[src/itoa_pkg.sv]
// shared types and character constants for the integer to ascii converter
`timescale 1ns / 1ps

package itoa_pkg;

    // ascii codes used when forming output characters
    localparam logic [7:0] CHAR_ZERO         = 8'd48;
    localparam logic [7:0] CHAR_MINUS        = 8'd45;
    localparam logic [7:0] HEX_LETTER_OFFSET = 8'd55;

    // depth of the queue between classifier and converter
    localparam int QUEUE_DEPTH = 2;

    // per-item control flags carried alongside the magnitude
    typedef struct packed {
        logic hex;
        logic neg;
    } t_item_ctl;

endpackage

[src/integer_to_ascii_converter_core.sv]
// top level of the integer to ascii text converter
`timescale 1ns / 1ps

// Converts one integer per input beat into its ASCII text, sent one character per
// output beat, most significant character first, with tlast on the final character.
// tuser selects the base: 0 gives signed decimal (leading '-' for negative values),
// 1 gives unsigned uppercase hexadecimal without leading zeros; zero gives "0" in both.
// A front stage negates and classifies each number and drops it into a two-entry queue,
// so the input keeps accepting while the converter works, until that queue is full.
// For decimal the converter runs a shift-and-add-3 binary to decimal loop, one bit per
// cycle; hex skips that loop and takes its digits straight from the magnitude. A
// registered output stage holds a finished character while the next one is prepared, so
// throughput is set by the digit loop and the downstream ready.
module integer_to_ascii_converter_core
    import itoa_pkg::*;
#(
    parameter int VALUE_WIDTH = 32
) (
    input  logic                                  i_clk,
    input  logic                                  i_rst_n,
    input  logic                                  s_axis_tvalid,
    output logic                                  s_axis_tready,
    input  logic [((VALUE_WIDTH + 7) / 8) * 8-1:0] s_axis_tdata,  // value, zero pad above
    input  logic                                  s_axis_tuser,  // base_hex
    output logic                                  m_axis_tvalid,
    input  logic                                  m_axis_tready,
    output logic [7:0]                            m_axis_tdata,  // char_out
    output logic                                  m_axis_tlast   // last_char
);

    logic [VALUE_WIDTH-1:0] w_front_mag;
    t_item_ctl              w_front_ctl;
    logic                   w_q_valid;
    logic                   w_q_ready;
    logic [VALUE_WIDTH-1:0] w_q_mag;
    t_item_ctl              w_q_ctl;

    // sign handling and magnitude ahead of the queue
    itoa_front #(
        .VALUE_WIDTH (VALUE_WIDTH)
    ) u_front (
        .i_value    (s_axis_tdata[VALUE_WIDTH-1:0]),
        .i_base_hex (s_axis_tuser),
        .o_mag      (w_front_mag),
        .o_ctl      (w_front_ctl)
    );

    // decouples input acceptance from the converter
    itoa_queue #(
        .VALUE_WIDTH (VALUE_WIDTH)
    ) u_queue (
        .i_clk        (i_clk),
        .i_rst_n      (i_rst_n),
        .i_push_valid (s_axis_tvalid),
        .o_push_ready (s_axis_tready),
        .i_mag        (w_front_mag),
        .i_ctl        (w_front_ctl),
        .o_pop_valid  (w_q_valid),
        .i_pop_ready  (w_q_ready),
        .o_mag        (w_q_mag),
        .o_ctl        (w_q_ctl)
    );

    // digit conversion and character output
    itoa_back #(
        .VALUE_WIDTH (VALUE_WIDTH)
    ) u_back (
        .i_clk        (i_clk),
        .i_rst_n      (i_rst_n),
        .i_item_valid (w_q_valid),
        .o_item_ready (w_q_ready),
        .i_mag        (w_q_mag),
        .i_ctl        (w_q_ctl),
        .o_m_tvalid   (m_axis_tvalid),
        .i_m_tready   (m_axis_tready),
        .o_m_tdata    (m_axis_tdata),
        .o_m_tlast    (m_axis_tlast)
    );

endmodule

[src/itoa_front.sv]
// front end: classifies an incoming number and forms its magnitude
`timescale 1ns / 1ps

module itoa_front
    import itoa_pkg::*;
#(
    parameter int VALUE_WIDTH = 32
) (
    input  logic [VALUE_WIDTH-1:0] i_value,
    input  logic                   i_base_hex,
    output logic [VALUE_WIDTH-1:0] o_mag,
    output t_item_ctl              o_ctl
);

    logic w_neg;

    // sign matters only in decimal mode
    assign w_neg     = !i_base_hex && i_value[VALUE_WIDTH-1];
    assign o_mag     = w_neg ? (~i_value + 1'b1) : i_value;
    assign o_ctl.hex = i_base_hex;
    assign o_ctl.neg = w_neg;

endmodule

[src/itoa_queue.sv]
// short queue between the front end and the converter
`timescale 1ns / 1ps

module itoa_queue
    import itoa_pkg::*;
#(
    parameter int VALUE_WIDTH = 32
) (
    input  logic                   i_clk,
    input  logic                   i_rst_n,
    input  logic                   i_push_valid,
    output logic                   o_push_ready,
    input  logic [VALUE_WIDTH-1:0] i_mag,
    input  t_item_ctl              i_ctl,
    output logic                   o_pop_valid,
    input  logic                   i_pop_ready,
    output logic [VALUE_WIDTH-1:0] o_mag,
    output t_item_ctl              o_ctl
);

    localparam int PTR_W = (QUEUE_DEPTH > 1) ? $clog2(QUEUE_DEPTH) : 1;
    localparam int CNT_W = $clog2(QUEUE_DEPTH + 1);

    logic [VALUE_WIDTH-1:0] r_mag [QUEUE_DEPTH];
    t_item_ctl              r_ctl [QUEUE_DEPTH];
    logic [PTR_W-1:0]       r_wr_ptr;
    logic [PTR_W-1:0]       r_rd_ptr;
    logic [CNT_W-1:0]       r_count;
    logic                   w_push;
    logic                   w_pop;

    assign o_push_ready = (r_count != CNT_W'(QUEUE_DEPTH));
    assign o_pop_valid  = (r_count != '0);
    assign w_push       = i_push_valid && o_push_ready;
    assign w_pop        = o_pop_valid && i_pop_ready;
    assign o_mag        = r_mag[r_rd_ptr];
    assign o_ctl        = r_ctl[r_rd_ptr];

    always_ff @(posedge i_clk) begin
        if (w_push) begin
            r_mag[r_wr_ptr] <= i_mag;
            r_ctl[r_wr_ptr] <= i_ctl;
        end
    end

    always_ff @(posedge i_clk) begin
        if (!i_rst_n) begin
            r_wr_ptr <= '0;
            r_rd_ptr <= '0;
            r_count  <= '0;
        end else begin
            if (w_push) begin
                r_wr_ptr <= (r_wr_ptr == PTR_W'(QUEUE_DEPTH - 1)) ? '0 : r_wr_ptr + 1'b1;
            end
            if (w_pop) begin
                r_rd_ptr <= (r_rd_ptr == PTR_W'(QUEUE_DEPTH - 1)) ? '0 : r_rd_ptr + 1'b1;
            end
            case ({w_push, w_pop})
                2'b10:   r_count <= r_count + 1'b1;
                2'b01:   r_count <= r_count - 1'b1;
                default: r_count <= r_count;
            endcase
        end
    end

    a_count_bound: assert property (@(posedge i_clk) disable iff (!i_rst_n)
        r_count <= CNT_W'(QUEUE_DEPTH))
        else $error("queue count beyond depth");

    a_pop_moves_ptr: assert property (@(posedge i_clk) disable iff (!i_rst_n)
        (w_pop && !w_push) |=> (r_count == $past(r_count) - 1'b1))
        else $error("queue pop did not lower count");

    a_empty_ptrs: assert property (@(posedge i_clk) disable iff (!i_rst_n)
        (r_count == '0) |-> (r_wr_ptr == r_rd_ptr))
        else $error("queue empty with pointers apart");

endmodule

[src/itoa_back.sv]
// back end: binary to digit conversion and character serializer
`timescale 1ns / 1ps

module itoa_back
    import itoa_pkg::*;
#(
    parameter int VALUE_WIDTH = 32
) (
    input  logic                   i_clk,
    input  logic                   i_rst_n,
    input  logic                   i_item_valid,
    output logic                   o_item_ready,
    input  logic [VALUE_WIDTH-1:0] i_mag,
    input  t_item_ctl              i_ctl,
    output logic                   o_m_tvalid,
    input  logic                   i_m_tready,
    output logic [7:0]             o_m_tdata,
    output logic                   o_m_tlast
);

    // there are at least as many decimal digits as hex digits, so one digit store serves both
    localparam int NDIG       = (VALUE_WIDTH * 30103) / 100000 + 1;
    localparam int HEX_DIGITS = (VALUE_WIDTH + 3) / 4;
    localparam int IDX_W      = $clog2(NDIG);
    localparam int CNT_W      = $clog2(VALUE_WIDTH);

    typedef enum logic [4:0] {
        S_IDLE = 5'b00001,
        S_CONV = 5'b00010,
        S_FIND = 5'b00100,
        S_SIGN = 5'b01000,
        S_EMIT = 5'b10000
    } t_state;

    t_state                   r_state, n_state;
    logic [NDIG-1:0][3:0]     r_dig, n_dig;
    logic [VALUE_WIDTH-1:0]   r_bin, n_bin;
    logic [CNT_W-1:0]         r_cnt, n_cnt;
    logic [IDX_W-1:0]         r_idx, n_idx;
    logic                     r_neg, n_neg;
    logic                     r_out_valid, n_out_valid;
    logic [7:0]               r_out_char, n_out_char;
    logic                     r_out_last, n_out_last;
    logic                     w_out_free;
    logic [NDIG-1:0][3:0]     w_adj;
    logic [HEX_DIGITS*4-1:0]  w_hex_pad;
    logic [3:0]               w_cur;

    assign w_out_free   = !r_out_valid || i_m_tready;
    assign o_item_ready = (r_state == S_IDLE);
    assign o_m_tvalid   = r_out_valid;
    assign o_m_tdata    = r_out_char;
    assign o_m_tlast    = r_out_last;
    assign w_cur        = r_dig[r_idx];

    // add-3 correction on every digit before each shift
    always_comb begin
        for (int i = 0; i < NDIG; i++) begin
            w_adj[i] = (r_dig[i] >= 4'd5) ? r_dig[i] + 4'd3 : r_dig[i];
        end
    end

    always_comb begin
        w_hex_pad = '0;
        for (int b = 0; b < VALUE_WIDTH; b++) begin
            w_hex_pad[b] = i_mag[b];
        end
    end

    always_comb begin
        n_state     = r_state;
        n_dig       = r_dig;
        n_bin       = r_bin;
        n_cnt       = r_cnt;
        n_idx       = r_idx;
        n_neg       = r_neg;
        n_out_valid = r_out_valid && !i_m_tready;
        n_out_char  = r_out_char;
        n_out_last  = r_out_last;
        case (r_state)
            S_IDLE: begin
                if (i_item_valid) begin
                    n_neg = i_ctl.neg;
                    n_cnt = '0;
                    n_bin = i_mag;
                    n_dig = '0;
                    if (i_ctl.hex) begin
                        for (int i = 0; i < HEX_DIGITS; i++) begin
                            n_dig[i] = w_hex_pad[i*4 +: 4];
                        end
                        n_state = S_FIND;
                    end else begin
                        n_state = S_CONV;
                    end
                end
            end
            S_CONV: begin
                // shift the adjusted digits left, next magnitude bit enters at the bottom
                n_dig = (NDIG*4)'({w_adj, r_bin[VALUE_WIDTH-1]});
                n_bin = r_bin << 1;
                n_cnt = r_cnt + 1'b1;
                if (r_cnt == CNT_W'(VALUE_WIDTH - 1)) begin
                    n_state = S_FIND;
                end
            end
            S_FIND: begin
                // leading nonzero digit, or the lowest one for zero
                n_idx = '0;
                for (int i = 0; i < NDIG; i++) begin
                    if (r_dig[i] != 4'd0) begin
                        n_idx = IDX_W'(i);
                    end
                end
                n_state = r_neg ? S_SIGN : S_EMIT;
            end
            S_SIGN: begin
                if (w_out_free) begin
                    n_out_valid = 1'b1;
                    n_out_char  = CHAR_MINUS;
                    n_out_last  = 1'b0;
                    n_state     = S_EMIT;
                end
            end
            S_EMIT: begin
                if (w_out_free) begin
                    n_out_valid = 1'b1;
                    n_out_char  = (w_cur < 4'd10) ? {4'd0, w_cur} + CHAR_ZERO
                                                  : {4'd0, w_cur} + HEX_LETTER_OFFSET;
                    n_out_last  = (r_idx == '0);
                    if (r_idx == '0) begin
                        n_state = S_IDLE;
                    end else begin
                        n_idx = r_idx - 1'b1;
                    end
                end
            end
            default: begin
                n_state = S_IDLE;
            end
        endcase
    end

    always_ff @(posedge i_clk) begin
        r_dig      <= n_dig;
        r_bin      <= n_bin;
        r_cnt      <= n_cnt;
        r_idx      <= n_idx;
        r_neg      <= n_neg;
        r_out_char <= n_out_char;
        r_out_last <= n_out_last;
    end

    always_ff @(posedge i_clk) begin
        if (!i_rst_n) begin
            r_state     <= S_IDLE;
            r_out_valid <= 1'b0;
        end else begin
            r_state     <= n_state;
            r_out_valid <= n_out_valid;
        end
    end

    a_sign_only_neg: assert property (@(posedge i_clk) disable iff (!i_rst_n)
        (r_state == S_SIGN) |-> r_neg)
        else $error("minus sign for a non-negative number");

    a_minus_not_last: assert property (@(posedge i_clk) disable iff (!i_rst_n)
        !(r_out_valid && r_out_last && (r_out_char == CHAR_MINUS)))
        else $error("text ended on a minus sign");

    a_emit_after_sign: assert property (@(posedge i_clk) disable iff (!i_rst_n)
        ($past(r_state) == S_SIGN && r_state == S_EMIT) |-> (r_out_char == CHAR_MINUS))
        else $error("sign state left without a minus beat");

endmodule

[config.mk]
export PLATFORM = sky130hd
export DESIGN_NAME = integer_to_ascii_converter_core
export DESIGN_NICKNAME = d
export VERILOG_FILES = /design/src/itoa_pkg.sv /design/src/integer_to_ascii_converter_core.sv /design/src/itoa_front.sv /design/src/itoa_queue.sv /design/src/itoa_back.sv
export SDC_FILE = /design/constraint.sdc
export NUM_CORES = 1
export LEC_CHECK = 0
export BUFFER_PORTS_ARGS = -buffer_cell sky130_fd_sc_hd__buf_4
export CORE_ASPECT_RATIO = 1.1
export CORE_MARGIN = 3
export CORE_UTILIZATION = 38
export DETAILED_ROUTE_END_ITERATION = 10
export PLACE_DENSITY = 0.61
export SLEW_MARGIN = 30
export SYNTH_ARGS = -nofsm -noshare
export SYNTH_HDL_FRONTEND = slang
export SYNTH_HIERARCHICAL = 1
export SYNTH_SLANG_ARGS = --single-unit
[constraint.sdc]
create_clock -name i_clk -period 9.9 [get_ports i_clk]
set_input_delay 1.485 -clock i_clk [delete_from_list [all_inputs] [get_ports i_clk]]
set_output_delay 1.485 -clock i_clk [all_outputs]
set_load 0.03 [all_outputs]
Word-level counts from Yosys, hierarchy flattened
Memory sizes are Yosys's and may differ from the RTL's. A register that Yosys moved wholly into a read port is not among the register bits.
Index checks and enable logic that the tools add are counted.
- bits in registers: 101
- RAM bits: 68
- bits of input ports: 37
- output and inout port bits: 11
- word-level logic and storage cells: 157
- memories kept: 2
- $add $sub $neg: 19
- $lt $le $gt $ge: 12
- equality and inequality tests: 15
- mux-type cells: 58
- bitwise gates (word level): 1
- reductions and logical operators: 29
- memory list (memory ; depth ; bits a word ; read ports ; clocked after Yosys merged registers in ; write ports ; RTL line ; RTL):
    u_queue.r_mag ; 2 ; 32 ; 1 ; 1 ; 1 ; itoa_queue.sv:24 ; logic [VALUE_WIDTH-1:0] r_mag [QUEUE_DEPTH];
    u_queue.r_ctl ; 2 ; 2 ; 1 ; 1 ; 1 ; itoa_queue.sv:25 ; t_item_ctl r_ctl [QUEUE_DEPTH];
- operators by type and width (operator ; count):
    $mux 32 ; 3
    $pmux 40 s2 ; 1
    $pmux 32 s2 ; 1
    $mux 4 ; 14
    $ge 4x3->1 const B ; 10
    $mux 40 ; 1
    $add 4x2->4 const B ; 9
    $reduce_bool 4->1 ; 9
    $mux 5 ; 7
    $add 32x1->32 const B ; 1
    $not 32->32 ; 1
    $pmux 5 s5 ; 1
    $mux 8 ; 3
    $mux 3 ; 6
    $bmux 4 s4 ; 1
    $pmux 8 s2 ; 1
    $add 4x6->7 const B ; 2
    $mux 1 ; 13
    $eq 5x5->1 const B ; 2
    $ne 2x1->1 const B ; 5
    $pmux 5 s2 ; 1
    $reduce_bool 2->1 ; 5
    $pmux 4 s2 ; 1
    $reduce_and 3->1 ; 2
    25 further kinds ; 34

Longest topological paths before layout
Gate-level depths: netlist of run 1.
- word-level depth: 11
- depth in mapped cells: 9
- depth with buffers taken out: 8

Modules after synthesis
The synthesis of run 1 kept the hierarchy.
- modules (own cells, without submodules) (module ; instances ; cells an instance ; area each (um2) ; seq. area each (um2)):
    itoa_back ; 1 ; 559 ; 5547.8 ; 2822.7
    itoa_queue ; 1 ; 130 ; 2680.1 ; 2142.1
    itoa_front ; 1 ; 109 ; 729.4 ; 0.0

Worst setup path after synthesis of run 1
Ideal clock, no wire load.
- path kind: reg2reg
- start: register u_back.r_state[3]
- end: register u_back.r_bin[0] (enable)
- library setup time: 0.437 ns
- data arrival time: 3.300 ns
- required time: 9.463 ns
- slack: 6.163 ns
- cell stages (with the launch flop): 8
- path buffers: 4
- clock period less this slack: 3.737 ns
- cell sequence: dfxtp_1 -> buf_2 -> or2_1 -> or4b_1 -> buf_2 -> buf_2 -> buf_2 -> nand2_1
- cells in the longest elaborated chain, start to end: 3
- elaborated cells on any way between the ends: 5
- classes of those cells: eq/ne: 3; reduce/logical: 2
- RTL lines (element ; RTL line ; RTL):
    start: declaration ; itoa_back.sv:35 ; t_state r_state, n_state;
    start signal: assignment ; itoa_back.sv:158 ; r_state <= n_state;
    $eq 5x1->1 or $eq 5x2->1 (tied branches) ; itoa_back.sv:80 ; case (r_state)
    $ne 2x1->1 (no source line) or $reduce_bool 2->1 (tied branches) ; -- ;
    $reduce_and 2->1 (no source line) * ; -- ;
    end signal: assignment ; itoa_back.sv:145 ; r_bin <= n_bin;
    end: declaration ; itoa_back.sv:37 ; logic [VALUE_WIDTH-1:0] r_bin, n_bin;
Mark *: on every way between the ends. The rest lies on a longest branch, timed or not.
A chain may end at the register's enable or synchronous reset.

Worst setup path after layout of run 1
- start: input s_axis_tdata[6]
- end: memory u_queue.r_mag[0][25] (data pin)
- cells in the longest elaborated chain, start to end: 3
- RTL lines (element ; RTL line ; RTL):
    start: declaration ; integer_to_ascii_converter_core.sv:23 ; input logic [((VALUE_WIDTH + 7) / 8) * 8-1:0] s_axis_tdata,
    $not 32->32 ; itoa_front.sv:19 ; assign o_mag = w_neg ? (~i_value + 1'b1) : i_value;
    $add 32x1->32 ; itoa_front.sv:19 ;
    $mux 32 ; itoa_front.sv:19 ;
    named net w_front_mag[25] ; integer_to_ascii_converter_core.sv:31 ; logic [VALUE_WIDTH-1:0] w_front_mag;
    end: declaration ; itoa_queue.sv:24 ;
The timed path passes the listed nets, and every way through them passes these cells.

==> results of run 1 <==
-- power by group through the flow --
stage / Combinational, W / Clock (W) / Sequential [W]
after CTS: 0.000857 / 0.000665 / 0.00124
final: 0.000847 / 0.000646 / 0.00124
after floorplan: 0.000661 / 0 / 0.00121
after detailed placement: 0.000850 / 0 / 0.00125
after global routing: 0.000962 / 0.000690 / 0.00127
after global placement: 0.000835 / 0 / 0.00125
-- how the worst min path moves through the flow --
stage	startpoint	to	slack [ns]	depth (start not counted)
detailed placement	u_back/r_bin[17]	u_back/r_bin[18]	0.50	2
floorplan	u_queue/r_count[1]	u_queue/r_count[1]	0.48	2
global route	u_back/r_bin[28]	u_back/r_bin[29]	0.53	2
CTS	u_back/r_bin[0]	u_back/r_bin[1]	0.51	2
finish	u_back/r_bin[28]	u_back/r_bin[29]	0.51	2
global placement	u_back/r_bin[9]	u_back/r_bin[10]	0.49	2
-- cell usage in the layout, fill, tap and decap left out, types with 3 or more instances in the layout --
master,instances
mux2i_1,11
a21oi_1,50
a31oi_1,9
xor2_1,31
nor2_1,44
and2_1,5
o22ai_1,5
o21ai_1,4
edfxtp_1,158
inv_8,5
dfxtp_1,11
inv_1,34
nand2_1,114
o31ai_1,9
nor3b_1,14
nand3_1,38
inv_6,3
nand2b_1,16
ha_1,26
nor2b_1,7
xnor2_1,27
mux2_2,36
nor3_1,10
clkinv_4,3
o21ai_0,40
and3_1,5
or4_1,6
buf_4,53
clkbuf_16,17
-- state kept, by name, summed over array words and instances (netlist names), 4 cells and up, named ones only --
register / cells
u_back/o_m_tdata: 7
u_back/r_bin: 32
u_back/r_cnt: 5
u_back/r_dig: 40
u_back/r_idx: 4
u_back/r_state: 5
u_queue/r_ctl: 4
u_queue/r_mag: 64
-- metal layers --
layer | global-route usage (%) | vias up | routed length [µm]
met1 | 19.1 | 2726 | 8480
li1 | - | 2949 | -
met2 | 21.9 | 94 | 8110
met4 | 2.81 | 0 | 85
met5 | 0 | - | 0
met3 | 2.91 | 4 | 537
-- logic make-up after synthesis --
family / Yosys count / share of synthesized area [%]
compound gates: 141 / 9.43
xor+xnor: 58 / 5.67
fa+ha+maj: 26 / 3.63
buf+inv: 74 / 3.55
flops: 169 / 55.4
mux: 51 / 6.84
other cells: 1 / 0.0419
simple gates: 278 / 15.4
-- critical path, delay by kind of cell --
kind	cells	cell delay [ns]
and+or+nand+nor	2	1.33
AOI/OAI and AO/OA	1	0.19
xor gates and xnor gates	1	0.18
buffers and inverters	1	0.12
-- per-stage QoR --
stage | worst slack, ns | std cells
after detailed placement | 6.31 | 1112
after CTS | 6.77 | 1144
final | 6.76 | 1144
after global placement | 6.34 | 1112
after floorplan | 6.16 | 798
after global routing | 6.65 | 1144
-- layout make-up --
| cell class | count | area (µm²) | share of cell area, % |
|---|---|---|---|
| clock inverter | 14 | 149 | 1.47 |
| timing repair buffer | 53 | 398 | 3.92 |
| inverter | 35 | 131 | 1.29 |
| multi-input combinational | 555 | 3700 | 36.5 |
| sequential | 169 | 4960 | 48.9 |
| tap | 300 | 375 | 3.70 |
| clock buffer | 18 | 429 | 4.23 |
==> results.md, run 1 <==
Outcome:
- The run finished with clean final reports.

Critical path:
- The slowest cell on the critical path is or4_1.
- The maximum cell stage delay along the critical path is 0.70 ns.
- The type of destination of the critical path is a register.
- In this run the critical register-to-register path is captured at u_back/r_state[4].
- The beginning of the worst register-to-register path is u_back/r_state[3].
- At the worst endpoint, the required time is 10.07 ns.
- STA puts the critical path data arrival time at 3.31 ns.
- In this run the worst setup path begins at s_axis_tdata[6].
- The kind of launch point of the worst setup path is an input pin.
- The critical path is of the in2reg type.
- The critical path endpoint is u_queue/r_mag[0][25].
- The number of cells on the worst reg-to-reg path is 6.
- The worst register-to-register path has a setup slack of 7.12 ns.
- The signal on the critical path passes through buf_4, or4_1, nor4_4, a31oi_1, xor2_1.
- The largest fanout of any net on the critical path is 8.

Flow run:
- The tool flagged a number of max-cap violations equal to 0.

Layout:
- The final standard cell utilization of the core is 44.1%.
- The count of fill cells added during filler insertion is 2,130.
- The net count of the finished layout is 894.
- 0 antenna diodes ended up in the layout.
- After routing the design area is 10,200 µm².
- The area added between synthesis and finish is 13.3%.
- In the final layout, the share of cells above drive strength 1 is 16.5%.

Logic synthesis:
- Yosys mapped the design onto 62 distinct sky130hd cell types.
- The number of enable-type register cells in the synthesized netlist is 158.
- After synthesis, the largest area contributor takes up 53.0% of total cell area.
- Counting flops and latches in the post-synthesis netlist gives 169.
- After technology mapping, the gate count stands at 798.
- In the post-synthesis netlist, the cell with the most instances is edfxtp_1.
- Ranked by total cell area, the synthesized netlist is headed by edfxtp_1 (53%), nand2_1 (4.8%), mux2_2 (4.5%).
- In the synthesized netlist the async set-or-reset flop fraction comes to 0%.
- In the synthesized netlist, the cells that appear most often are edfxtp_1 (158), nand2_1 (115), a21oi_1 (50), nor2_1 (44), o21ai_0 (40).
- After synthesis, flip-flops and latches occupy 55.4% of the total area.
- The dominant register cell in the synthesized netlist is edfxtp_1.
- The library cell with the largest summed area after synthesis is edfxtp_1.
- The number of nets handed over by synthesis was 861.
- During synthesis, Yosys emitted a total of 6 warnings.
- The combined area of all synthesized cells is 8960 µm².
- The post-synthesis area per instance is 11.2 µm².

Clock network:
- For this design, the CTS-stage hold fixing added 0 buffers.
- The tree is rooted in a clkbuf_16.
- Buffers inserted during clock tree synthesis total 17.
- Gates resized during post-CTS repair numbered 0.
- Clock tree synthesis found a total of 169 sinks.
- The H-tree was split into 4 levels.
- Clock-pin slew was measured on the worst setup and hold paths at 0.07 ns.
- In this run the post-CTS setup repair buffer count came out at 0.
- The clock reaches the later pin of the worst-skew pair after 0.43 ns.
- The CTS tree is done.
- No sink is reached through more buffers than the 2 on the longest clock path.

Power and ir drop:
- Per report_power, the clock group accounts for 23.7% of the total.
- The largest vdd supply drop is 0.146 mV.
- Cell internal power was estimated by the tool at 0.00177 W.
- Net switching is 35.2% of the power.
- The power per cell area is 269 nW/µm².
- The net switching power of the design is 0.000960 W.
- Sequential cells account for 45.3% of the total power.
- For this design the static power due to leakage is 3.78 nW.
- The final total power is 0.00273 W.
- The combinational fraction of design power is 31.0%.

GRT:
- The total congestion overflow after global routing is 0.
- Across every metal layer, demand over resource in global routing totals 13.6%.
- The via count of the first global-routing pass was 5,465.
- Entering global routing, the biggest net connects 78 pins.
- The number of antenna violations at the first check in global routing was 0.
- The first global-routing pass estimated 28.3 mm of wire.

Timing:
- Timing would allow up to 0.319 GHz.
- The slew of the pin with the lowest slew margin is 0.705 ns.
- Setup repair after global routing left no endpoint under its margin.
- The final period demand of the worst path is 3.14 ns.
- The worst path uses 31.7% of the clock period.
- The number of pins with negative max-slew slack in the final report came to 0.
- The final setup violation count is 0.
- The final hold violation count is 0.
- On the final layout, the worst hold slack is 0.512 ns.
- The relative max-transition margin is 53.0%.
- The sum of negative setup slack is 0 ns.
- The maximum clock skew at final layout is 0.0108 ns.

Floorplan:
- The initial core utilization is 38.9%.
- The die height is 167 µm.
- The x dimension of the die is 152 µm.
- The core region is 23,000 µm².
- The I/O pin total is 48.
- In this run the core area contains 58 standard-cell rows.
- The full die area is 25,500 µm².

Drt:
- The total iterations of the first detailed-routing run is 5.
- The total wirelength of the detailed-routed design is 17.2 mm.
- The detailed-route DRC error count is 0.
- The average via count per standard cell is 5.05.
- After the first detailed-routing iteration, the DRC count stood at 400.
- The detailed router placed 5,773 vias in this run.
- The remaining antenna violation count is 0.
- In the final routed layout, each cell accounts on average for 15.0 µm.

Placed design:
- Routability-driven placement finished with a final weighted congestion of 0.783.
- The number of I/O port buffers is 46.
- The placement-stage cell area is 9570 µm².
- Summed over all nets, the half-perimeter wirelength after detailed placement is 11.7 mm.

Hold path:
- In this run the worst hold path is classified as reg2reg.
No activity file was read; power rests on OpenSTA's default activity.
==> run 2: changes to the inputs <==
clock period = 3.25 ns   (was 9.9 ns; I/O delays follow)
==> run 2 against run 1 <==
Effect of this change:
- combinational power rose to 3.1 times the previous value
- sequential power rose to 3.1 times the previous value
- worst hold slack got worse by 0.24 ns
- worst setup slack got worse by 6.1 ns
- sequential share of layout area rose by 0.079 points
- routed wire length rose by 0.73%
- core utilization fell by 0.071 points
- clock power rose to 2.8 times the previous value
- power rose to 3.0 times the previous value
==> results.md, run 2 (synthesis results as in run 1) <==
Clock network:
- The H-tree depth is 4.
- Post-CTS repair changed the size of 0 cells.
- Buffers added to address setup during post-CTS repair amount to 0.
- At the later pin of the worst-skew pair, clock insertion delay measures 0.42 ns.
- The number of sinks handled by clock tree synthesis is 169.
- Buffers inserted to repair hold after CTS numbered 0.
- The number of buffers created by CTS is 17.
- TritonCTS built the clock tree.
- The clock tree buffer depth is 2.
- The root buffer cell chosen for the clock tree is clkbuf_16.
- Clock-pin slew was measured on the worst setup and hold paths at 0.07 ns.

Placed design:
- Timing analysis after detailed placement gives a worst setup slack of 0.628 ns.
- Including well taps, the total number of placed cells is 1,114.
- In this run the cell area measured after placement is 9600 µm².
- The global placement routability congestion is 0.820.
- Once detailed placement completed, the half-perimeter wirelength came to 12.0 mm.
- The number of I/O port buffers is 46.

GRT:
- met2 is the most crowded layer.
- The via count of the first global-routing pass is 5,595.
- Global routing consumed, on the met2 layer, 21.0% of the routing resources.
- The total overflow left after global routing is 0.
- The first global-routing pass estimated 29.0 mm of wire.
- The number of antenna violations at the first check in global routing is 0.
- Global routing used 13.8% of the available tracks across all layers.
- Entering global routing, the biggest net connects 97 pins.
- For met3 alone, demand over resource in global routing was 2.73%.
- For this run, global-route usage on met1 was measured as 19.7%.

Layout:
- Counting flops per register, the top entry is u_queue/r_mag.
- The fraction of final layout cells with drive strength greater than 1 is 16.3%.
- The most frequent standard cell in the layout excluding fill and tap cells is edfxtp_1.
- In the final layout, the registers with the most flip-flops are u_queue/r_mag: 64 flops, u_back/r_dig: 40 flops, u_back/r_bin: 32 flops.
- The layout net count is 896.
- Fill cells in the final layout number 2,115.
- The final standard cell area without fillers is 10,100 µm².
- In the layout the commonest cells are edfxtp_1 (158), nand2_1 (114), buf_4 (53).
- The flip-flop count of the largest register, all copies and words added is 64.
- For this run, the share of the core covered by cells in the final layout is 44.1%.
- The area added between synthesis and finish is 13.1%.
- The antenna diode instance count is 0.
- The final instance count without filler cells is 1,146.

Drt:
- The remaining antenna violation count is 0.
- Dividing the detail-routed via count by the number of cells gives 5.09.
- Wires add up to 17.3 mm.
- The via count of the routed design is 5,836.
- The initial DRC count is 437.
- The detailed-route DRC error count is 0.
- The first detailed-routing pass ran for 5 iterations.
- The per-cell routed wire length is 15.1 µm.

Timing:
- The maximum operating frequency is 0.381 GHz.
- The worst path uses 80.7% of the clock period.
- In this run the tightest slew margin relative to its limit is 48.0%.
- The sum of negative setup slack is 0 ns.
- The number of pins with negative max-slew slack in the final report is 0.
- The final hold violation count is 0.
- The maximum clock skew at final layout is 0.0166 ns.
- The worst path in the final design needs a cycle of 2.62 ns, including I/O delays and setup.
- Once routing completed, OpenROAD measured the worst setup slack at 0.626 ns.
- Setup repair after global routing left no endpoint under its margin.
- At the pin with the least slew margin, the transition time is 0.779 ns.
- The final setup violation count is 0.

Critical path:
- At the worst endpoint, the required time is 3.42 ns.
- Following the worst setup path forward leads to its endpoint at u_back/o_m_tdata[2].
- The setup slack on the worst flop-to-flop path is 0.63 ns.
- Measured in cells, the most critical reg-to-reg path has a length of 6.
- The worst register-to-register path begins at u_back/r_idx[0].
- The largest fanout of any net on the critical path is 12.
- The kind of launch point of the worst setup path is a register.
- The worst register-to-register path ends at u_back/o_m_tdata[2].
- The critical path arrival is 2.80 ns.
- The launch point of the worst path is u_back/r_idx[0].
- The type of destination of the critical path is a register.
- By startpoint and endpoint, the worst setup path is classified as reg2reg.

Floorplan:
- Row generation in the floorplan step produced 58 rows.
- In this run the standard cell core region covers 23,000 µm².
- The floorplan step defined a die boundary enclosing 25,500 µm².
- The x dimension of the die is 152 µm.
- 48 I/O pins were placed.
- The die height is 167 µm.
- The initial core utilization is 38.9%.

Flow run:
- The number of maximum-capacitance constraint violations is 0.

Power and ir drop:
- The clock network burns 22.3% of the power.
- IR analysis of the VDD net gives a maximum drop of 0.428 mV.
- The switching portion of total power is 34.6%.
- The combinational fraction of design power is 31.5%.
- The net switching power of the design is 0.00285 W.
- The internal portion of the total power is 0.00538 W.
- The power per cell area is 812 nW/µm².
- The sequential fraction of design power is 46.2%.
- The leakage dissipation is 3.77 nW.

Hold path:
- The kind of path behind the tightest hold check is in2reg.

Outcome:
- The flow ran to the end, and the final reports show no timing, DRC or antenna violations.
[run 2: critical path: stages (launching register included)]
cell and delay [ns]:
edfxtp_1 0.66, mux4_1 0.61, o22ai_1 0.18, o22a_1 0.29
ha_1 0.23, a21oi_1 0.08, a311o_1 0.33
[run 2: through the flow]
stage	power, W	hold WS, ns
floorplan	0.00569	0.479
global placement	0.00640	0.487
detailed placement	0.00644	0.496
CTS	0.00831	0.255
global route	0.00884	0.266
finish	0.00823	0.271
[run 2: worst min path at each step]
stage / start / end / slack [ns] / cells after the start
finish: s_axis_tdata[0] / u_queue/r_mag[1][0] / 0.27 / 1
global route: s_axis_tdata[0] / u_queue/r_mag[1][0] / 0.27 / 1
CTS: s_axis_tdata[0] / u_queue/r_mag[1][0] / 0.26 / 1
detailed placement: u_back/r_bin[25] / u_back/r_bin[26] / 0.50 / 2
global placement: u_back/r_bin[21] / u_back/r_bin[22] / 0.49 / 2
floorplan: u_queue/r_count[1] / u_queue/r_count[1] / 0.48 / 2
[run 2: final cells by class]
class                      count  area, µm²  area share (%)
tap                          300        375            3.70
sequential                   169       4960            49.0
multi-input combinational    555       3690            36.5
clock buffer                  20        437            4.31
clock inverter                12       93.8           0.926
timing repair buffer          55        438            4.32
inverter                      35        131            1.30
[run 2: power by group through the flow]
stage / sequential (W) / clock [W] / combinational (W)
floorplan: 0.00368 / 0 / 0.00202
global placement: 0.00384 / 0 / 0.00256
detailed placement: 0.00385 / 0 / 0.00260
CTS: 0.00381 / 0.00188 / 0.00262
global route: 0.00389 / 0.00198 / 0.00297
finish: 0.00381 / 0.00184 / 0.00259
[run 2: layer usage]
metal  vias up  part of all wire [%]
met5         -                     0
met4         0                   2.1
met3        20                   3.1
met2        98                    45
met1      2776                    50
li1       2942                     -
